File: src/hdl/operator_token_lexer_top_defines.svh
// ----------------------------------------------------------------------------
// Operator token lexer assertion macros
// Shared property wrappers used by the lexer's concurrent assertions.
// ----------------------------------------------------------------------------
`ifndef OPERATOR_TOKEN_LEXER_TOP_DEFINES_SVH
`define OPERATOR_TOKEN_LEXER_TOP_DEFINES_SVH

// Same-cycle implication, disabled while reset is asserted.
`define OTL_ASSERT_IMP(label, clk, rst_n, ante, cons, msg) \
    label: assert property (@(posedge clk) disable iff (!rst_n) (ante) |-> (cons)) \
        else $error(msg);

// Next-cycle implication, disabled while reset is asserted.
`define OTL_ASSERT_NXT(label, clk, rst_n, ante, cons, msg) \
    label: assert property (@(posedge clk) disable iff (!rst_n) (ante) |=> (cons)) \
        else $error(msg);

`endif

File: src/hdl/otl_pkg.sv
// ----------------------------------------------------------------------------
// Operator token lexer package
// Character tables, token class codes, scan phases and shared structs.
// ----------------------------------------------------------------------------
package otl_pkg;

    localparam int ASCII_OP_COUNT = 19;
    localparam int UNI_OP_COUNT   = 21;

    // ASCII operator characters and their precedence classes.
    localparam logic [6:0] ASCII_OPS [ASCII_OP_COUNT] = '{
        7'h24, 7'h5E, 7'h2A, 7'h25, 7'h5C, 7'h2F, 7'h2B, 7'h2D, 7'h7E, 7'h7C,
        7'h26, 7'h2E, 7'h3D, 7'h3C, 7'h3E, 7'h21, 7'h40, 7'h3A, 7'h3F
    };
    localparam logic [3:0] ASCII_CLS [ASCII_OP_COUNT] = '{
        4'd0, 4'd1, 4'd2, 4'd2, 4'd2, 4'd2, 4'd3, 4'd3, 4'd3, 4'd3,
        4'd4, 4'd5, 4'd6, 4'd6, 4'd6, 4'd6, 4'd7, 4'd7, 4'd7
    };

    // Unicode operator characters; the first thirteen are multiplicative.
    localparam logic [20:0] UNI_OPS [UNI_OP_COUNT] = '{
        21'h02219, 21'h02218, 21'h000D7, 21'h02605, 21'h02297, 21'h02298,
        21'h02299, 21'h0229B, 21'h022A0, 21'h022A1, 21'h02229, 21'h02227,
        21'h02293, 21'h000B1, 21'h02295, 21'h02296, 21'h0229E, 21'h0229F,
        21'h0222A, 21'h02228, 21'h02294
    };
    localparam logic [3:0] UNI_CLS [UNI_OP_COUNT] = '{
        4'd2, 4'd2, 4'd2, 4'd2, 4'd2, 4'd2, 4'd2, 4'd2, 4'd2, 4'd2,
        4'd2, 4'd2, 4'd2, 4'd3, 4'd3, 4'd3, 4'd3, 4'd3, 4'd3, 4'd3, 4'd3
    };

    // Characters with a role in the scan.
    localparam logic [20:0] CH_DOT   = 21'h2E;
    localparam logic [20:0] CH_EQ    = 21'h3D;
    localparam logic [20:0] CH_COLON = 21'h3A;
    localparam logic [20:0] CH_GT    = 21'h3E;
    localparam logic [20:0] CH_LT    = 21'h3C;
    localparam logic [20:0] CH_BANG  = 21'h21;
    localparam logic [20:0] CH_QUEST = 21'h3F;
    localparam logic [20:0] CH_TILDE = 21'h7E;
    localparam logic [20:0] CH_MINUS = 21'h2D;
    localparam logic [20:0] CH_SPACE = 21'h20;
    localparam logic [20:0] CH_LF    = 21'h0A;
    localparam logic [20:0] CH_CR    = 21'h0D;

    // Token classes beyond the table classes.
    localparam logic [3:0] CLS_OP1   = 4'd8;
    localparam logic [3:0] CLS_OP0   = 4'd9;
    localparam logic [3:0] CLS_EQUAL = 4'd10;
    localparam logic [3:0] CLS_COLON = 4'd11;
    localparam logic [3:0] CLS_NONE  = 4'd15;

    typedef enum logic [6:0] {
        PH_ARROW       = 7'b0000001,
        PH_ASSIGN      = 7'b0000010,
        PH_COLON       = 7'b0000100,
        PH_EQUAL       = 7'b0001000,
        PH_MAYBE_ARROW = 7'b0010000,
        PH_MAYBE_DOT   = 7'b0100000,
        PH_REGULAR     = 7'b1000000
    } phase_t;

    typedef struct packed {
        logic        start_req;
        logic [20:0] code_point;
        logic        immediate;
        logic        ops_all_valid;
        logic        equal_valid;
        logic        colon_valid;
    } item_t;

    typedef struct packed {
        logic imm;
        logic eq;
        logic col;
    } flags_t;

    typedef struct packed {
        logic       emit;
        logic       accepted;
        logic [3:0] token_class;
        logic [7:0] token_length;
    } result_t;

endpackage

File: src/hdl/operator_token_lexer_top.sv
// Results are registered: a request passes from the input register through the
// classifier and the scan phase update into the result register. Throughput: one
// request per cycle, set by that single pass; a request that ends a scan waits in
// the input register while an earlier result stalls.
// Reset: rst_n clears the valid bits of both register stages and leaves the scanner
// idle in the regular phase with a zero count; no scan is open after reset.
// ----------------------------------------------------------------------------
// Operator token lexer top level
// Input register, classifier, scan state machine and result register.
// ----------------------------------------------------------------------------
`include "operator_token_lexer_top_defines.svh"

module operator_token_lexer_top #(
    parameter int unsigned MAX_LEN = 255
) (
    input  logic        clk,
    input  logic        rst_n,
    input  logic        item_valid,
    output logic        item_stall,
    input  logic        start_req,
    input  logic [20:0] code_point,
    input  logic        immediate,
    input  logic        ops_all_valid,
    input  logic        equal_valid,
    input  logic        colon_valid,
    output logic        result_valid,
    input  logic        result_stall,
    output logic        accepted,
    output logic [3:0]  token_class,
    output logic [7:0]  token_length
);
    import otl_pkg::*;

    item_t      item_reg;
    logic       item_vld_reg;
    logic       out_vld_reg;
    logic       acc_reg;
    logic [3:0] cls_reg;
    logic [7:0] len_reg;

    logic       out_free;
    logic       fire;
    logic [3:0] op_class;
    result_t    res;

    otl_classify u_classify (
        .code_point (item_reg.code_point),
        .op_class   (op_class)
    );

    otl_scan #(
        .MAX_LEN (MAX_LEN)
    ) u_scan (
        .clk       (clk),
        .rst_n     (rst_n),
        .item_fire (fire),
        .item      (item_reg),
        .op_class  (op_class),
        .res       (res)
    );

    // A request that produces no result never waits on the output side.
    assign out_free   = !out_vld_reg || !result_stall;
    assign fire       = item_vld_reg && (!res.emit || out_free);
    assign item_stall = item_vld_reg && !fire;

    always_ff @(posedge clk or negedge rst_n)
    begin
        if (!rst_n)
        begin
            item_vld_reg <= 1'b0;
        end
        else if (!item_stall)
        begin
            item_vld_reg <= item_valid;
        end
    end

    always_ff @(posedge clk)
    begin
        if (item_valid && !item_stall)
        begin
            item_reg <= '{start_req: start_req, code_point: code_point,
                          immediate: immediate, ops_all_valid: ops_all_valid,
                          equal_valid: equal_valid, colon_valid: colon_valid};
        end
    end

    always_ff @(posedge clk or negedge rst_n)
    begin
        if (!rst_n)
        begin
            out_vld_reg <= 1'b0;
        end
        else if (fire && res.emit)
        begin
            out_vld_reg <= 1'b1;
        end
        else if (!result_stall)
        begin
            out_vld_reg <= 1'b0;
        end
    end

    always_ff @(posedge clk)
    begin
        if (fire && res.emit)
        begin
            acc_reg <= res.accepted;
            cls_reg <= res.token_class;
            len_reg <= res.token_length;
        end
    end

    assign result_valid = out_vld_reg;
    assign accepted     = acc_reg;
    assign token_class  = cls_reg;
    assign token_length = len_reg;

    `OTL_ASSERT_IMP(a_reject_zero, clk, rst_n,
        out_vld_reg && !acc_reg,
        (cls_reg == 4'd0) && (len_reg == 8'd0),
        "rejected result carries a class or length")
    `OTL_ASSERT_IMP(a_accept_len, clk, rst_n,
        out_vld_reg && acc_reg,
        (len_reg != 8'd0) && (cls_reg <= CLS_COLON),
        "accepted result has empty length or bad class")
    `OTL_ASSERT_NXT(a_emit_lands, clk, rst_n,
        fire && res.emit,
        out_vld_reg,
        "emitted result did not reach the output register")

endmodule

File: src/hdl/otl_classify.sv
// ----------------------------------------------------------------------------
// Operator character classifier
// Maps a code point to its precedence class, or CLS_NONE if not an operator.
// ----------------------------------------------------------------------------
module otl_classify (
    input  logic [20:0] code_point,
    output logic [3:0]  op_class
);
    import otl_pkg::*;

    // Table entries are distinct, so the matches are mutually exclusive.
    always_comb
    begin
        op_class = CLS_NONE;
        for (int i = 0; i < ASCII_OP_COUNT; i++)
        begin
            if (code_point == {14'd0, ASCII_OPS[i]})
            begin
                op_class = ASCII_CLS[i];
            end
        end
        for (int i = 0; i < UNI_OP_COUNT; i++)
        begin
            if (code_point == UNI_OPS[i])
            begin
                op_class = UNI_CLS[i];
            end
        end
    end

endmodule

File: src/hdl/otl_scan.sv
// ----------------------------------------------------------------------------
// Operator scan state machine
// Holds the open scan and decides each request's effect in one pass.
// ----------------------------------------------------------------------------
module otl_scan #(
    parameter int unsigned MAX_LEN = 255
) (
    input  logic            clk,
    input  logic            rst_n,
    input  logic            item_fire,
    input  otl_pkg::item_t  item,
    input  logic [3:0]      op_class,
    output otl_pkg::result_t res
);
    import otl_pkg::*;

    localparam logic [7:0] LEN_LIMIT = 8'((MAX_LEN > 255) ? 255 : MAX_LEN);

    logic       active_reg, active_next;
    phase_t     phase_reg, phase_next;
    logic [3:0] base_reg, base_next;
    logic       cmp_reg, cmp_next;
    flags_t     flags_reg, flags_next;
    logic [7:0] count_reg, count_next;

    logic       is_op;
    logic [7:0] count_inc;
    phase_t     phase_plain;
    logic       term_ok;
    logic [3:0] term_class;

    assign is_op     = (op_class != CLS_NONE);
    assign count_inc = (count_reg < LEN_LIMIT) ? count_reg + 8'd1 : count_reg;
    assign term_ok   = flags_reg.imm || (item.code_point == CH_SPACE) ||
                       (item.code_point == CH_LF) || (item.code_point == CH_CR);

    // Phase after an operator character seen from the regular phase.
    always_comb
    begin
        if ((item.code_point == CH_TILDE) || (item.code_point == CH_MINUS))
        begin
            phase_plain = PH_MAYBE_ARROW;
        end
        else if (item.code_point == CH_EQ)
        begin
            phase_plain = PH_ASSIGN;
        end
        else
        begin
            phase_plain = PH_REGULAR;
        end
    end

    always_comb
    begin
        term_class = base_reg;
        case (phase_reg)
            PH_ARROW:  term_class = CLS_OP0;
            PH_ASSIGN: term_class = cmp_reg ? base_reg : CLS_OP1;
            PH_EQUAL:  term_class = flags_reg.eq ? CLS_EQUAL : base_reg;
            PH_COLON:  term_class = flags_reg.col ? CLS_COLON : base_reg;
            default:   term_class = base_reg;
        endcase
    end

    always_comb
    begin
        active_next = active_reg;
        phase_next  = phase_reg;
        base_next   = base_reg;
        cmp_next    = cmp_reg;
        flags_next  = flags_reg;
        count_next  = count_reg;
        res         = '0;

        if (item.start_req)
        begin
            active_next = 1'b1;
            flags_next  = '{imm: item.immediate, eq: item.equal_valid,
                            col: item.colon_valid};
            count_next  = 8'd1;
            base_next   = op_class;
            cmp_next    = (item.code_point == CH_LT) || (item.code_point == CH_GT) ||
                          (item.code_point == CH_BANG) || (item.code_point == CH_EQ) ||
                          (item.code_point == CH_TILDE) || (item.code_point == CH_QUEST);
            if (item.code_point == CH_DOT)
            begin
                phase_next = PH_MAYBE_DOT;
            end
            else if (item.code_point == CH_EQ)
            begin
                phase_next = PH_EQUAL;
            end
            else if (item.code_point == CH_COLON)
            begin
                phase_next = PH_COLON;
            end
            else
            begin
                phase_next = phase_plain;
            end
            if (!item.ops_all_valid || !is_op)
            begin
                active_next = 1'b0;
                res.emit    = 1'b1;
            end
        end
        else if (active_reg)
        begin
            if (is_op)
            begin
                count_next = count_inc;
                case (phase_reg)
                    PH_MAYBE_DOT:
                    begin
                        phase_next = PH_REGULAR;
                        if (item.code_point != CH_DOT)
                        begin
                            active_next = 1'b0;
                            res.emit    = 1'b1;
                        end
                    end
                    PH_ASSIGN, PH_EQUAL, PH_MAYBE_ARROW:
                    begin
                        phase_next = (item.code_point == CH_GT) ? PH_ARROW : phase_plain;
                    end
                    default:
                    begin
                        phase_next = phase_plain;
                    end
                endcase
            end
            else
            begin
                // A non-operator character ends the scan.
                active_next = 1'b0;
                res.emit    = 1'b1;
                if ((phase_reg != PH_MAYBE_DOT) && term_ok)
                begin
                    res.accepted     = 1'b1;
                    res.token_class  = term_class;
                    res.token_length = count_reg;
                end
            end
        end
    end

    always_ff @(posedge clk or negedge rst_n)
    begin
        if (!rst_n)
        begin
            active_reg <= 1'b0;
            phase_reg  <= PH_REGULAR;
            base_reg   <= '0;
            cmp_reg    <= 1'b0;
            flags_reg  <= '0;
            count_reg  <= '0;
        end
        else if (item_fire)
        begin
            active_reg <= active_next;
            phase_reg  <= phase_next;
            base_reg   <= base_next;
            cmp_reg    <= cmp_next;
            flags_reg  <= flags_next;
            count_reg  <= count_next;
        end
    end

endmodule

File: config.mk
export PLATFORM = sky130hd
export DESIGN_NAME = operator_token_lexer_top
export DESIGN_NICKNAME = d
export VERILOG_FILES = /design/src/hdl/otl_pkg.sv /design/src/hdl/operator_token_lexer_top.sv /design/src/hdl/otl_classify.sv /design/src/hdl/otl_scan.sv
export VERILOG_INCLUDE_DIRS = /design/src /design/src/hdl
export SDC_FILE = /design/constraint.sdc
export NUM_CORES = 1
export LEC_CHECK = 0
export ABC_AREA = 1
export ABC_CLOCK_PERIOD_IN_PS = 7100
export BUFFER_PORTS_ARGS = -buffer_cell sky130_fd_sc_hd__buf_2
export CAP_MARGIN = 20
export CORE_MARGIN = 2
export CORE_UTILIZATION = 60
export CTS_BUF_LIST = sky130_fd_sc_hd__clkbuf_8
export DETAILED_ROUTE_END_ITERATION = 8
export GPL_TIMING_DRIVEN = 1
export PLACE_DENSITY = 0.9
export SYNTH_ARGS = -nofsm -noshare
export SYNTH_HDL_FRONTEND = slang
export SYNTH_SLANG_ARGS = --single-unit
File: constraint.sdc
create_clock -name clk -period 7.1 [get_ports clk]
set_clock_uncertainty 0.1 [all_clocks]
set_input_delay 1.065 -clock clk [delete_from_list [all_inputs] [get_ports clk]]
set_output_delay 1.065 -clock clk [all_outputs]
set_load 0.005 [all_outputs]
# Word level (Yosys, flattened, before mapping)
# Index checks and enable logic that the tools add are counted.
[word_totals]
in_bits = 30
regBits = 65
out_inout_bits = 15
word_cells = 183
[op_classes]
addsub = 1
mux = 74
n_lt_le_gt_ge = 1
reduce_logical = 33
bitwise = 2
n_eq_ne = 53
[op_table]
columns = ["operator", "count"]
rows = [
  ["== test 21 x 14 -> 1 bit (second input constant)", 19],
  ["== test 21 x 6 -> 1 bit (second input constant)", 15],
  ["two-way mux 4 bit", 43],
  ["== test 21 x 7 -> 1 bit (second input constant)", 5],
  ["two-way mux 7 bit", 9],
  ["== test 21 x 4 -> 1 bit (second input constant)", 2],
  ["== test 21 x 8 -> 1 bit (second input constant)", 2],
  ["two-way mux 8 bit", 4],
  ["two-way mux 13 bit", 2],
  ["inequality test 21 x 6 -> 1 bit (second input constant)", 1],
  ["case mux 4 bit (4 select lines)", 1],
  ["two-way mux 14 bit", 1],
  ["case mux 7 bit (2 select lines)", 1],
  ["two-way mux 1 bit", 13],
  ["logical OR 1 bit", 12],
  ["adder 8 x 1 -> 8 bit (second input constant)", 1],
  ["less-than comparator 8 bit (second input constant)", 1],
  ["== test 7 x 1 -> 1 bit (second input constant)", 1],
  ["== test 7 x 2 -> 1 bit (second input constant)", 1],
  ["== test 7 x 3 -> 1 bit (second input constant)", 1],
  ["== test 7 x 4 -> 1 bit (second input constant)", 1],
  ["== test 7 x 5 -> 1 bit (second input constant)", 1],
  ["== test 7 x 6 -> 1 bit (second input constant)", 1],
  ["logical NOT 1 bit", 7],
  ["11 further kinds", 19],
]

# Depth between registers and ports, before layout
# Gate-level depths: netlist (run 1).
[depth]
ltp_word = 53
depth_mapped = 21

# Hierarchy
# A second synthesis (run 1) with hierarchy kept.
[hier_totals]
hier_cells = 480
area_unflattened_um2 = 3704.8
[modules_own_cells]
columns = ["module", "seq_area_each_um2", "area_per_inst_um2", "n_inst", "cells_each"]
rows = [
  ["otl_scan", 601.8, 1762.9, 1, 277],
  ["operator_token_lexer_top", 1221.2, 1277.5, 1, 53],
  ["otl_classify", 0.0, 664.4, 1, 150],
]

# Worst setup path before layout (run 1)
# No wires, ideal clock.
[synth_timing]
kind = "register to output"
startpoint = "register item_reg[9] (netlist name)"
endpoint = "output port item_stall"
arrival_ps = 1679
setup_slack_ps = 4256
path_stages_with_launch = 17
cell_sequence = "edfxtp_1 > buf_2 > inv_1 > nor2_1 > nand2_1 > nor2_1 > nor2_1 > nand2_1 > nand2_1 > nand3_2 > nor2_1 > nand2_2 > nand2_1 > nand2_2 > nand2_4 > nand3_1 > inv_1"
[synth_between]
elab_chain_cells = 51
elab_cells_between_ends = 95
[synth_rtl]
columns = ["item", "line_no", "source"]
rows = [
  ["from (decl)", "operator_token_lexer_top.sv:34", "item_t item_reg;"],
  ["from (signal assigned)", "operator_token_lexer_top.sv:83", "item_reg <= '{start_req: start_req, code_point: code_point,"],
  ["== test 21 x 6 -> 1 bit", "otl_classify.sv:17", "if (code_point == {14'd0, ASCII_OPS[i]})"],
  ["two-way mux 4 bit (19 in series)", "otl_classify.sv:17", ""],
  ["two-way mux 4 bit (21 in series)", "otl_classify.sv:24", "if (code_point == UNI_OPS[i])"],
  ["inequality test 4 bit", "otl_scan.sv:32", "assign is_op = (op_class != CLS_NONE);"],
  ["logical NOT 1 bit", "otl_scan.sv:102", "if (!item.ops_all_valid || !is_op)"],
  ["logical OR 1 bit", "otl_scan.sv:102", ""],
  ["two-way mux 1 bit", "otl_scan.sv:102", ""],
  ["two-way mux 1 bit *", "otl_scan.sv:76", "if (item.start_req)"],
  ["logical NOT 1 bit *", "operator_token_lexer_top.sv:64", "assign fire = item_vld_reg && (!res.emit || out_free);"],
  ["logical OR 1 bit *", "operator_token_lexer_top.sv:64", ""],
  ["logical AND 1 bit *", "operator_token_lexer_top.sv:64", ""],
  ["logical NOT 1 bit *", "operator_token_lexer_top.sv:65", "assign item_stall = item_vld_reg && !fire;"],
  ["logical AND 1 bit *", "operator_token_lexer_top.sv:65", ""],
  ["to (decl)", "operator_token_lexer_top.sv:19", "output logic item_stall,"],
]
# Every way passes the cells marked *; elsewhere a longest branch is shown, timed or not.

# Final worst setup path (run 1)
[layout_timing]
startpoint = "register item_reg[20] (netlist name)"
endpoint = "output port item_stall"
# Same word-level chain as after synthesis.

==> summary.md, run 1 <==
| Metric | Value |
|---|---|
| DP HPWL | between 7000 and 8000 microns |
| # DRC | 0 |
| Post CTS Setup Buffer Count | 0 |
| Post-synth top area share | between 20% and 30% |
| Critical Path AT | 2940 ps |
| Net count, final | a little under 600 |
| Total negative setup slack | 0 ps |
| Die area | approximately 7300 sq um |
| Total Wirelength | 9570 microns |
| Grt ovf | 0 |
| Via/cell ratio | roughly 5.8 |
| Final Hold Vio Count | 0 |
| Crit start category | register |
| Global-route wire length before repair | 15900 microns |
| Max-cap viol count | 0 |
| Sequential share of the synthesized area | 46.1% |
| Share of post-route cells with drive strength above 1 | around 18% |
| Syn Area/Cell | between 7 and 8 sq um |
| WL per Instance | between 15 and 20 microns |
| Inserted Diodes | 0 |
| PD cells | between 200 and 250 nW/um^2 |
| Die W | between 80 and 90 microns |
| Die Y | between 80 and 90 microns |
| Slowest stage delay, CP | 410 ps |
| Hold buffers post-CTS | 0 |
| Max Slew Vio Count | 0 |
| Initial antenna violation count | 0 |
| Mapped Cells | between 500 and 600 |
| # clock sinks | between 60 and 70 |
| Post-synth top area cell | edfxtp_1 |
| Slew headroom | roughly two fifths |
| Seq cells post-synth | 65 |
| WS Path Type | register to output pin |
| TritonCTS clock tree | yes |
| Largest net degree at the start of global routing | 27 |
| Port Buffer Count | 44 |
| Ports | 45 |
| Maximum vdd ir drop | between 0.15 and 0.2 mV |
| Period utilisation layout | between 50 and 60% |
| Post_cts resized | 0 |
| Fin crit period | 4110 ps |
| Num rows | 29 |
| Number of synthesized flops with an enable pin | 39 |
| Status | finished clean |
| Largest fanout on the critical path | 23 |
| GP Congestion | 0.988 |
| Tot GR Track Use | about 28% |
| Area growth, synth to finish | 11.6% |
| Slew @ Worst Pin | between 800 and 900 ps |
| Post-synthesis async set-or-reset flop share | around 40% |
| # setup viols final | 0 |
| Core Box Area | 6350 sq um |
| Vias | 3700 |
| Vias in the first global route | between 3000 and 4000 |
| Crit-path cells | nor2_1 -> nand2_1 -> nor2_4 -> inv_2 -> nor2_2 -> nand3_1 -> nand3_1 -> nor2_1 -> nand2_2 -> nand2_1 -> nand2_2 -> nand2_4 -> nand3_1 -> inv_1 -> buf_2 |
| Synth Warn # | 0 |
| Cell leakage power | approximately 2.0 nW |
| TritonRoute pass-1 iters | 5 |
| Clk slew on worst S/H paths | approximately 70 ps |
| Ranking of synthesized cells by area | edfxtp_1, dfrtp_1, nand2_1 |
| Clock buffer depth | 2 |
| Main synth FF type | edfxtp_1 |
| CTS root buf | clkbuf_8 |
| Synth cell types | 46 |
| Most frequent CP cell | nand3_1 |
| Crit path capture type | output pin |
| Mapped cell area | a little under 4000 sq um |
| RSZ-0062 raised after global routing | false |
| CP max stage cell | nor2_4 |
| CTS HTree Levels | 3 |
| Detail Route Antenna Nets | 0 |
| Number of flip-flops in the largest register | 26 |
| F_max | 244 MHz |
| Hold Crit Class | register to register |
| DR iter-0 viols | ~440 |
| Hold WS | 378 ps |
| Critical path required time | approximately 5900 ps |
| Skew-Pair Late Insertion Delay | roughly 340 ps |
| CTS Buf Count | 9 |
| Initial Util | between 60 and 70% |
| Syn Nets | 544 |
routing by layer:
metal | GRT usage [%] | vias to the layer above | part of all wire [%]
met2 | 43.8 | 200 | 47
met4 | 10.1 | 0 | 2.2
met3 | 4.96 | 24 | 7.8
met1 | 38.9 | 1695 | 43
li1 | - | 1781 | -
met5 | 0 | - | 0
area by class of cell:
cell class | instances | area [sq um]
clock buffer | 9 | 124
clock inverter | 7 | 95.1
fill | 493 | 1940
inverter | 66 | 248
multi-input combinational | 369 | 1800
sequential | 65 | 1820
tap | 77 | 96.3
timing repair buffer | 44 | 220
synth_stat cells, types with 2 or more instances:
cell and instances:
dfrtp_1 25, o311ai_0 2, edfxtp_1 39, nand4_1 30, nand3_1 28, clkbuf_1 4, inv_1 58, nor2_2 6
nor4_1 3, xor2_1 4, o21ai_0 15, buf_4 2, nand2_2 12, inv_2 8, nor2_1 83, and3_1 2
buf_6 2, a211oi_1 2, nand2_4 2, nor3_1 15, o21ai_1 6, nor2_4 5, a21oi_1 6, nand2_1 128
buf_2 4, o211ai_1 2
layout by cell type (no fill, tap or decap), drive strengths merged, types with 3 or more instances in the layout:
cell / synthesis / final
inv: 66 / 68
o21ai: 22 / 22
nor3: 15 / 15
dfrtp: 25 / 25
nand2: 142 / 142
nand3: 29 / 29
xor2: 4 / 4
nand4: 31 / 31
clkinv: 0 / 3
buf: 9 / 44
nor2: 94 / 94
clkbuf: 4 / 9
a21oi: 7 / 7
edfxtp: 39 / 39
nor4: 3 / 3
cell families (layout without fill, tap and decap cells):
logic type	after synthesis	after routing	share of synthesized area, %
adders and majority gates	1	1	0.317
xor gates and xnor gates	5	5	1.11
buffers and inverters	79	126	8.20
AOI/OAI and AO/OA	44	44	7.25
and+or+nand+nor	319	319	37.0
DFF	65	65	46.1
power breakdown:
group / switching [mW] / total [mW] / internal [mW]
logic: 0.0819 / 0.120 / 0.0380
registers: 0.0235 / 0.461 / 0.438
clock network: 0.149 / 0.347 / 0.198
per-stage QoR:
step	cells	cell area [sq um]	util [%]	power, mW	setup slack (ps)
detailed placement	621	4190	66.0	0.586	3440
global route	637	4410	69.5	0.965	2760
finish	637	4410	69.5	0.929	2990
floorplan	513	3950	-	0.547	4260
CTS	637	4410	69.5	0.930	3050
global placement	621	4190	66.0	0.579	3550
worst max-delay path, delay by kind of cell, from the launching register on:
family	cells	cell delay, ps
AND/OR/NAND/NOR	12	1910
buffers and inverters	3	310
flip-flops	1	370
worst paths after layout:
path                                     start             endpoint  slack, ps  cells after the start
hold / removal             u_scan.phase_reg[6]  u_scan.phase_reg[6]        380                      2
hold reg to reg            u_scan.phase_reg[6]  u_scan.phase_reg[6]        380                      2
setup reg to reg                  item_reg[20]      token_length[7]       3340                     15
setup / recovery                  item_reg[20]           item_stall       2990                     15
max in group asynchronous                rst_n  u_scan.count_reg[4]       5870                      1
min in group asynchronous                rst_n  u_scan.phase_reg[2]        620                      1
(Power assumes the default switching activity.)
==> run 2, diff against run 1 <==
Settings changed: ABC_AREA 1 to 0, ABC_CLOCK_PERIOD_IN_PS 7100 to 4050.
Clock period 7.1 ns to 4.05 ns, I/O delays scaled along.
==> run 2 against run 1 <==
Critical path depth shrank 7. Cell count shrank 29%. Power grew 76%. Critical endpoint unchanged. Highest routed layer unchanged. Largest power group unchanged.
==> summary.md, run 2 <==
| Metric | Value |
|---|---|
| Maximum vdd ir drop | between 0.3 and 0.4 mV |
| # setup viols final | 0 |
| Largest fanout on the critical path | 18 |
| Total Wirelength | approximately 8500 microns |
| Design area | between 4000 and 5000 sq um |
| Critical path required time | 3340 ps |
| Clock buffer depth | 2 |
| Synth Warn # | 0 |
| Reg2Reg Capture Point | item_reg[6] |
| Multi-input logic area | around 1600 sq um |
| Total negative setup slack | 0 ps |
| CTS HTree Levels | 3 |
| Commonest cells after routing, fill and taps aside | buf_2, edfxtp_1, dfrtp_1 |
| Initial antenna violation count | 0 |
| R2R cell count | 8 |
| Syn Nets | about 360 |
| CTS root buf | clkbuf_8 |
| Cell leakage power | 1.56 nW |
| Largest net degree at the start of global routing | 27 |
| CP max stage cell | edfxtp_1 |
| Ranking of synthesized cells by area | edfxtp_1, dfrtp_1, and2_1 |
| Post-synthesis async set-or-reset flop share | between 40% and 50% |
| Hold WS | 161 ps |
| Slowest stage delay, CP | roughly 650 ps |
| Status | finished clean |
| Grt ovf | 0 |
| Period utilisation layout | 94.9% |
| Ports | 45 |
| Critical Path AT | roughly 3100 ps |
| Vias in the first global route | ~2800 |
| Slew @ Worst Pin | 725 ps |
| Core Box Area | approximately 6000 sq um |
| F_max | 260 MHz |
| Die Y | 81.8 microns |
| FF-to-FF setup slack | 600 ps |
| Fin crit period | around 3800 ps |
| Num rows | 28 |
| RSZ-0062 raised after global routing | false |
| Area growth, synth to finish | 13.5% |
| DP HPWL | approximately 5700 microns |
| PD cells | between 300 and 400 nW/um^2 |
| Vias | between 3000 and 4000 |
| Crit path capture type | output pin |
| Share of post-route cells with drive strength above 1 | approximately 25% |
| WS Path Type | register to output pin |
| Tot GR Track Use | a little over a quarter |
| Skew-Pair Late Insertion Delay | around 350 ps |
| Crit start category | register |
| Crit-path cells | and4b_1 -> o311ai_1 -> a311oi_1 -> a211o_1 -> o21ai_0 -> a22oi_1 -> nor2_1 -> buf_2 |
| Mapped cell area | about 3600 sq um |
| Fill cells | just over 400 |
| Mapped Cells | between 300 and 400 |
| Number of synthesized flops with an enable pin | 39 |
| TritonRoute pass-1 iters | 5 |
| Initial Util | approximately 62% |
| Die area | between 6000 and 7000 sq um |
| DR iter-0 viols | ~420 |
| Post_cts resized | 0 |
| WL per Instance | ~19 microns |
| CTS Buf Count | 9 |
| GP Congestion | 0.882 |
| Most frequent cell after synthesis | edfxtp_1 |
| Sequential share of the synthesized area | about 50% |
| Final Hold Vio Count | 0 |
| Port Buffer Count | 44 |
| Clk slew on worst S/H paths | ~80 ps |
| Max Slew Vio Count | 0 |
| Syn Area/Cell | between 10 and 15 sq um |
| Post CTS Setup Buffer Count | 0 |
| Seq cells post-synth | 65 |
| Most common cell after layout, fill and taps aside | buf_2 |
| Post-synth top area share | about a third |
| Hold Crit Class | input pin to asynchronous set/reset pin |
| Register area | roughly 1800 sq um |
| Inserted Diodes | 0 |
| Net count, final | 405 |
| Die W | a little over 80 microns |
| # clock sinks | 65 |
| Top cells by count, synth | edfxtp_1, dfrtp_1, nand2_1 |
| # DRC | 0 |
| Sum of buffers and inverters on the critical path | 1 |
| Slew headroom | 51.7% |
| Design Power | approximately 1.6 mW |
| CP top delay family | compound AO/OA/AOI/OAI gates |
| Non-Filler Instances | between 400 and 500 |
| TritonCTS clock tree | yes |
| Placed cell count | 434 |
| Hold buffers post-CTS | 0 |
| Detail Route Antenna Nets | 0 |
| Post-synth top area cell | edfxtp_1 |
| Max-cap viol count | 0 |
| Number of flip-flops in the largest register | 26 |
| Synth cell types | 73 |
| Placed Area | slightly below 4000 sq um |
| Worst r2r src | item_reg[7] |
| Main synth FF type | edfxtp_1 |
| Via/cell ratio | between 6 and 7 |
| Global-route wire length before repair | ~13000 microns |
-- run 2: changes by cell type after synthesis, sizes merged, moves of 6 or more --
cell   change
o41ai      +6
a21oi      +9
nand4     -24
inv       -56
nand3     -16
mux2       +8
nor2b     +11
nand2    -122
nor2      -79
buf        +7
and2      +14
-- run 2: worst max path at each step --
| stage | from | endpoint | slack [ps] | cells past startpoint |
|---|---|---|---|---|
| finish | item_reg[4] | item_stall | 210 | 8 |
| global route | item_reg[7] | item_stall | 30 | 8 |
| CTS | item_reg[5] | item_stall | 260 | 8 |
| detailed placement | item_reg[5] | item_stall | 650 | 8 |
| global placement | item_reg[8] | item_stall | 720 | 8 |
| floorplan | item_reg[8] | accepted | 560 | 8 |
-- run 2: power by group --
| part | switching (mW) | leakage (nW) | internal, mW |
|---|---|---|---|
| Combinational | 0.102 | 0.740 | 0.0824 |
| Clock | 0.259 | 0.113 | 0.365 |
| Sequential | 0.0633 | 0.709 | 0.759 |
-- run 2: worst register-to-register path, delay by kind of cell (launching register included) --
kind	cells	cell delay (ps)
compound gates	6	1660
flops	1	650
simple gates	1	420
buf+inv	1	290
-- run 2: cells by family after synthesis --
kind of cell	after synthesis	share of synthesized area [%]
compound gates	85	17.8
simple gates	137	23.4
mux	8	2.89
xor+xnor	3	0.724
flops	65	50.2
buf+inv	32	4.62
fa+ha+maj	1	0.345
-- run 2: area by class of cell --
class	count	area share (%)
well taps	75	2.28
clock buffers	10	3.34
flip-flops and latches	65	44.2
inverters	10	0.910
multi-input cells	234	39.9
repair buffers	54	7.16
clock inverters	6	2.19
-- run 2: metrics by stage --
step                      util, %  worst slack, ps
final                        70.0              207
after global routing         70.0             29.7
after CTS                    69.5              259
after detailed placement     65.7              646
after global placement       65.7              722
after floorplan                 -              556
-- run 2: routing by layer --
metal	track usage, %	routed length [microns]	up-vias
met1	35.4	3330	1458
met3	7.03	766	33
li1	-	-	1379
met2	42.1	4150	193
met4	11.8	270	0
met5	0	0	-
==> run 3, diff against run 2 <==
==> constraint.sdc (replaced) <==
create_clock -name clk -period 4.05 [get_ports clk]
set_clock_uncertainty 0.1 [all_clocks]
set_input_delay 0.2025 -clock clk [delete_from_list [all_inputs] [get_ports clk]]
set_output_delay 0.2025 -clock clk [all_outputs]
set_load 0.005 [all_outputs]
==> run 3 against run 2 <==
Final area increased by 5.9%. Power rose by 2.1%. Sequential share of layout area down 2.4 points. Cell count increased by 5.1%. Combinational power rose by 15%. Sequential cell count is the same.
==> summary.md, run 3 (synthesis gave the netlist of run 2 again) <==
| Metric | Value |
|---|---|
| Status | finished clean |
| WS Path Type | register to register |
| TritonCTS clock tree | yes |
| Post CTS Setup Buffer Count | 0 |
| Maximum vdd ir drop | 0.375 mV |
| # DRC | 0 |
| Largest fanout on the critical path | 26 |
| RSZ-0062 raised after global routing | false |
| Tot GR Track Use | between 30% and 40% |
| Hold WS | approximately 140 ps |
| Design Power | ~1.7 mW |
| Critical path required time | between 3000 and 4000 ps |
| Vias in the first global route | 2988 |
| Total Wirelength | 9470 microns |
| Global-route wire length before repair | around 15000 microns |
| Via/cell ratio | between 6 and 7 |
| Core Box Area | 5890 sq um |
| Die area | 6690 sq um |
| Max Slew Vio Count | 0 |
| Ports | 45 |
| Fin crit period | about 3600 ps |
| Detail Route Antenna Nets | 0 |
| CTS root buf | clkbuf_8 |
| Initial Util | ~62% |
| Final Hold Vio Count | 0 |
| Critical Path AT | 3560 ps |
| Die W | between 80 and 90 microns |
| Largest net degree at the start of global routing | 27 |
| Crit start category | register |
| Slew @ Worst Pin | 845 ps |
| CTS HTree Levels | 3 |
| Initial antenna violation count | 0 |
| Total negative setup slack | 0 ps |
| Max-cap viol count | 0 |
| Grt ovf | 0 |
| Hold Crit Class | input pin to register |
| DP HPWL | about 5300 microns |
| Vias | between 3000 and 4000 |
| Inserted Diodes | 0 |
| Port Buffer Count | 44 |
| Fill cells | between 300 and 400 |
| Net count, final | about 430 |
| GP Congestion | 0.899 |
| Crit path capture type | register |
| TritonRoute pass-1 iters | 6 |
| Most common cell after layout, fill and taps aside | buf_2 |
| PD cells | between 300 and 400 nW/um^2 |
| Period utilisation layout | about 90% |
| Die Y | about 82 microns |
| Cell leakage power | 1.65 nW |
| Num rows | 28 |
| # clock sinks | 65 |
| Clock buffer depth | 2 |
| Slew headroom | between 40% and 50% |
| Area growth, synth to finish | 20.2% |
| CTS Buf Count | 9 |
| Commonest cells after routing, fill and taps aside | buf_2, edfxtp_1, dlygate4sd3_1 |
| WL per Instance | 19.9 microns |
| Share of post-route cells with drive strength above 1 | ~22% |
| # setup viols final | 0 |
| Number of flip-flops in the largest register | 26 |
| F_max | between 200 and 300 MHz |
| Clk slew on worst S/H paths | ~70 ps |
| DR iter-0 viols | 437 |
| Skew-Pair Late Insertion Delay | 350 ps |
[run 3: changes by cell type in the layout (fill, tap and decap cells not counted), sizes merged]
cell,delta
dlygate4sd3,+28
clkbuf,-1
buf,-4
clkinv,-1
inv,+1
[run 3: metrics by stage]
step           util (%)  cells  instance area [sq um]  setup slack [ps]
2_1_floorplan         -    331                   3630               556
3_3_place_gp       65.5    433                   3860               784
3_5_place_dp       65.5    433                   3860               685
4_1_cts            74.1    477                   4360               675
5_1_grt            74.1    477                   4360               243
6_report           74.1    477                   4360               412
[run 3: power by group]
part	switching, mW	internal [mW]	total [mW]
sequential	0.0651	0.759	0.824
clock	0.263	0.365	0.629
combinational	0.113	0.0992	0.212
total	0.441	1.22	1.67
[run 3: area by class of cell]
class	count	area [sq um]	area share, %
flip-flops and latches	65	1820	41.8
repair buffers	77	538	12.3
inverters	10	37.5	0.860
clock inverters	6	88.8	2.04
multi-input cells	234	1650	37.7
well taps	75	93.8	2.15
clock buffers	10	138	3.15
[run 3: final timing paths]
check,start,endpoint,slack [ps],depth (start not counted)
min reg2reg,item_reg[3],u_scan.flags_reg[2],390,1
max in group asynchronous,rst_n,u_scan.phase_reg[2],3150,2
max reg2reg,item_reg[20],item_reg[23],410,8
max,item_reg[20],item_reg[23],410,8
min in group asynchronous,rst_n,u_scan.count_reg[4],290,2
min,result_stall,result_valid,140,3
[run 3: worst max-delay path, stage by stage, from the launching register on]
cell	delay [ps]
edfxtp_1	390
nor4_1	760
nand3_1	350
a311oi_1	400
a211o_1	270
o21ai_0	140
a22oi_1	400
o21a_1	180
buf_4	310
[run 3: repair_timing]
item                                   4_1_cts  5_1_grt
hold buffers                                28        0
gates resized for setup                      0        0
endpoints found under the hold margin       52        0
[run 3: routing by layer]
| layer | global-route usage (%) | up-vias | routed length, microns |
|---|---|---|---|
| met5 | 0 | - | 0 |
| met4 | 14.0 | 0 | 316 |
| met2 | 52.2 | 201 | 4830 |
| met1 | 37.9 | 1518 | 3530 |
| met3 | 8.13 | 32 | 799 |
| li1 | - | 1419 | - |
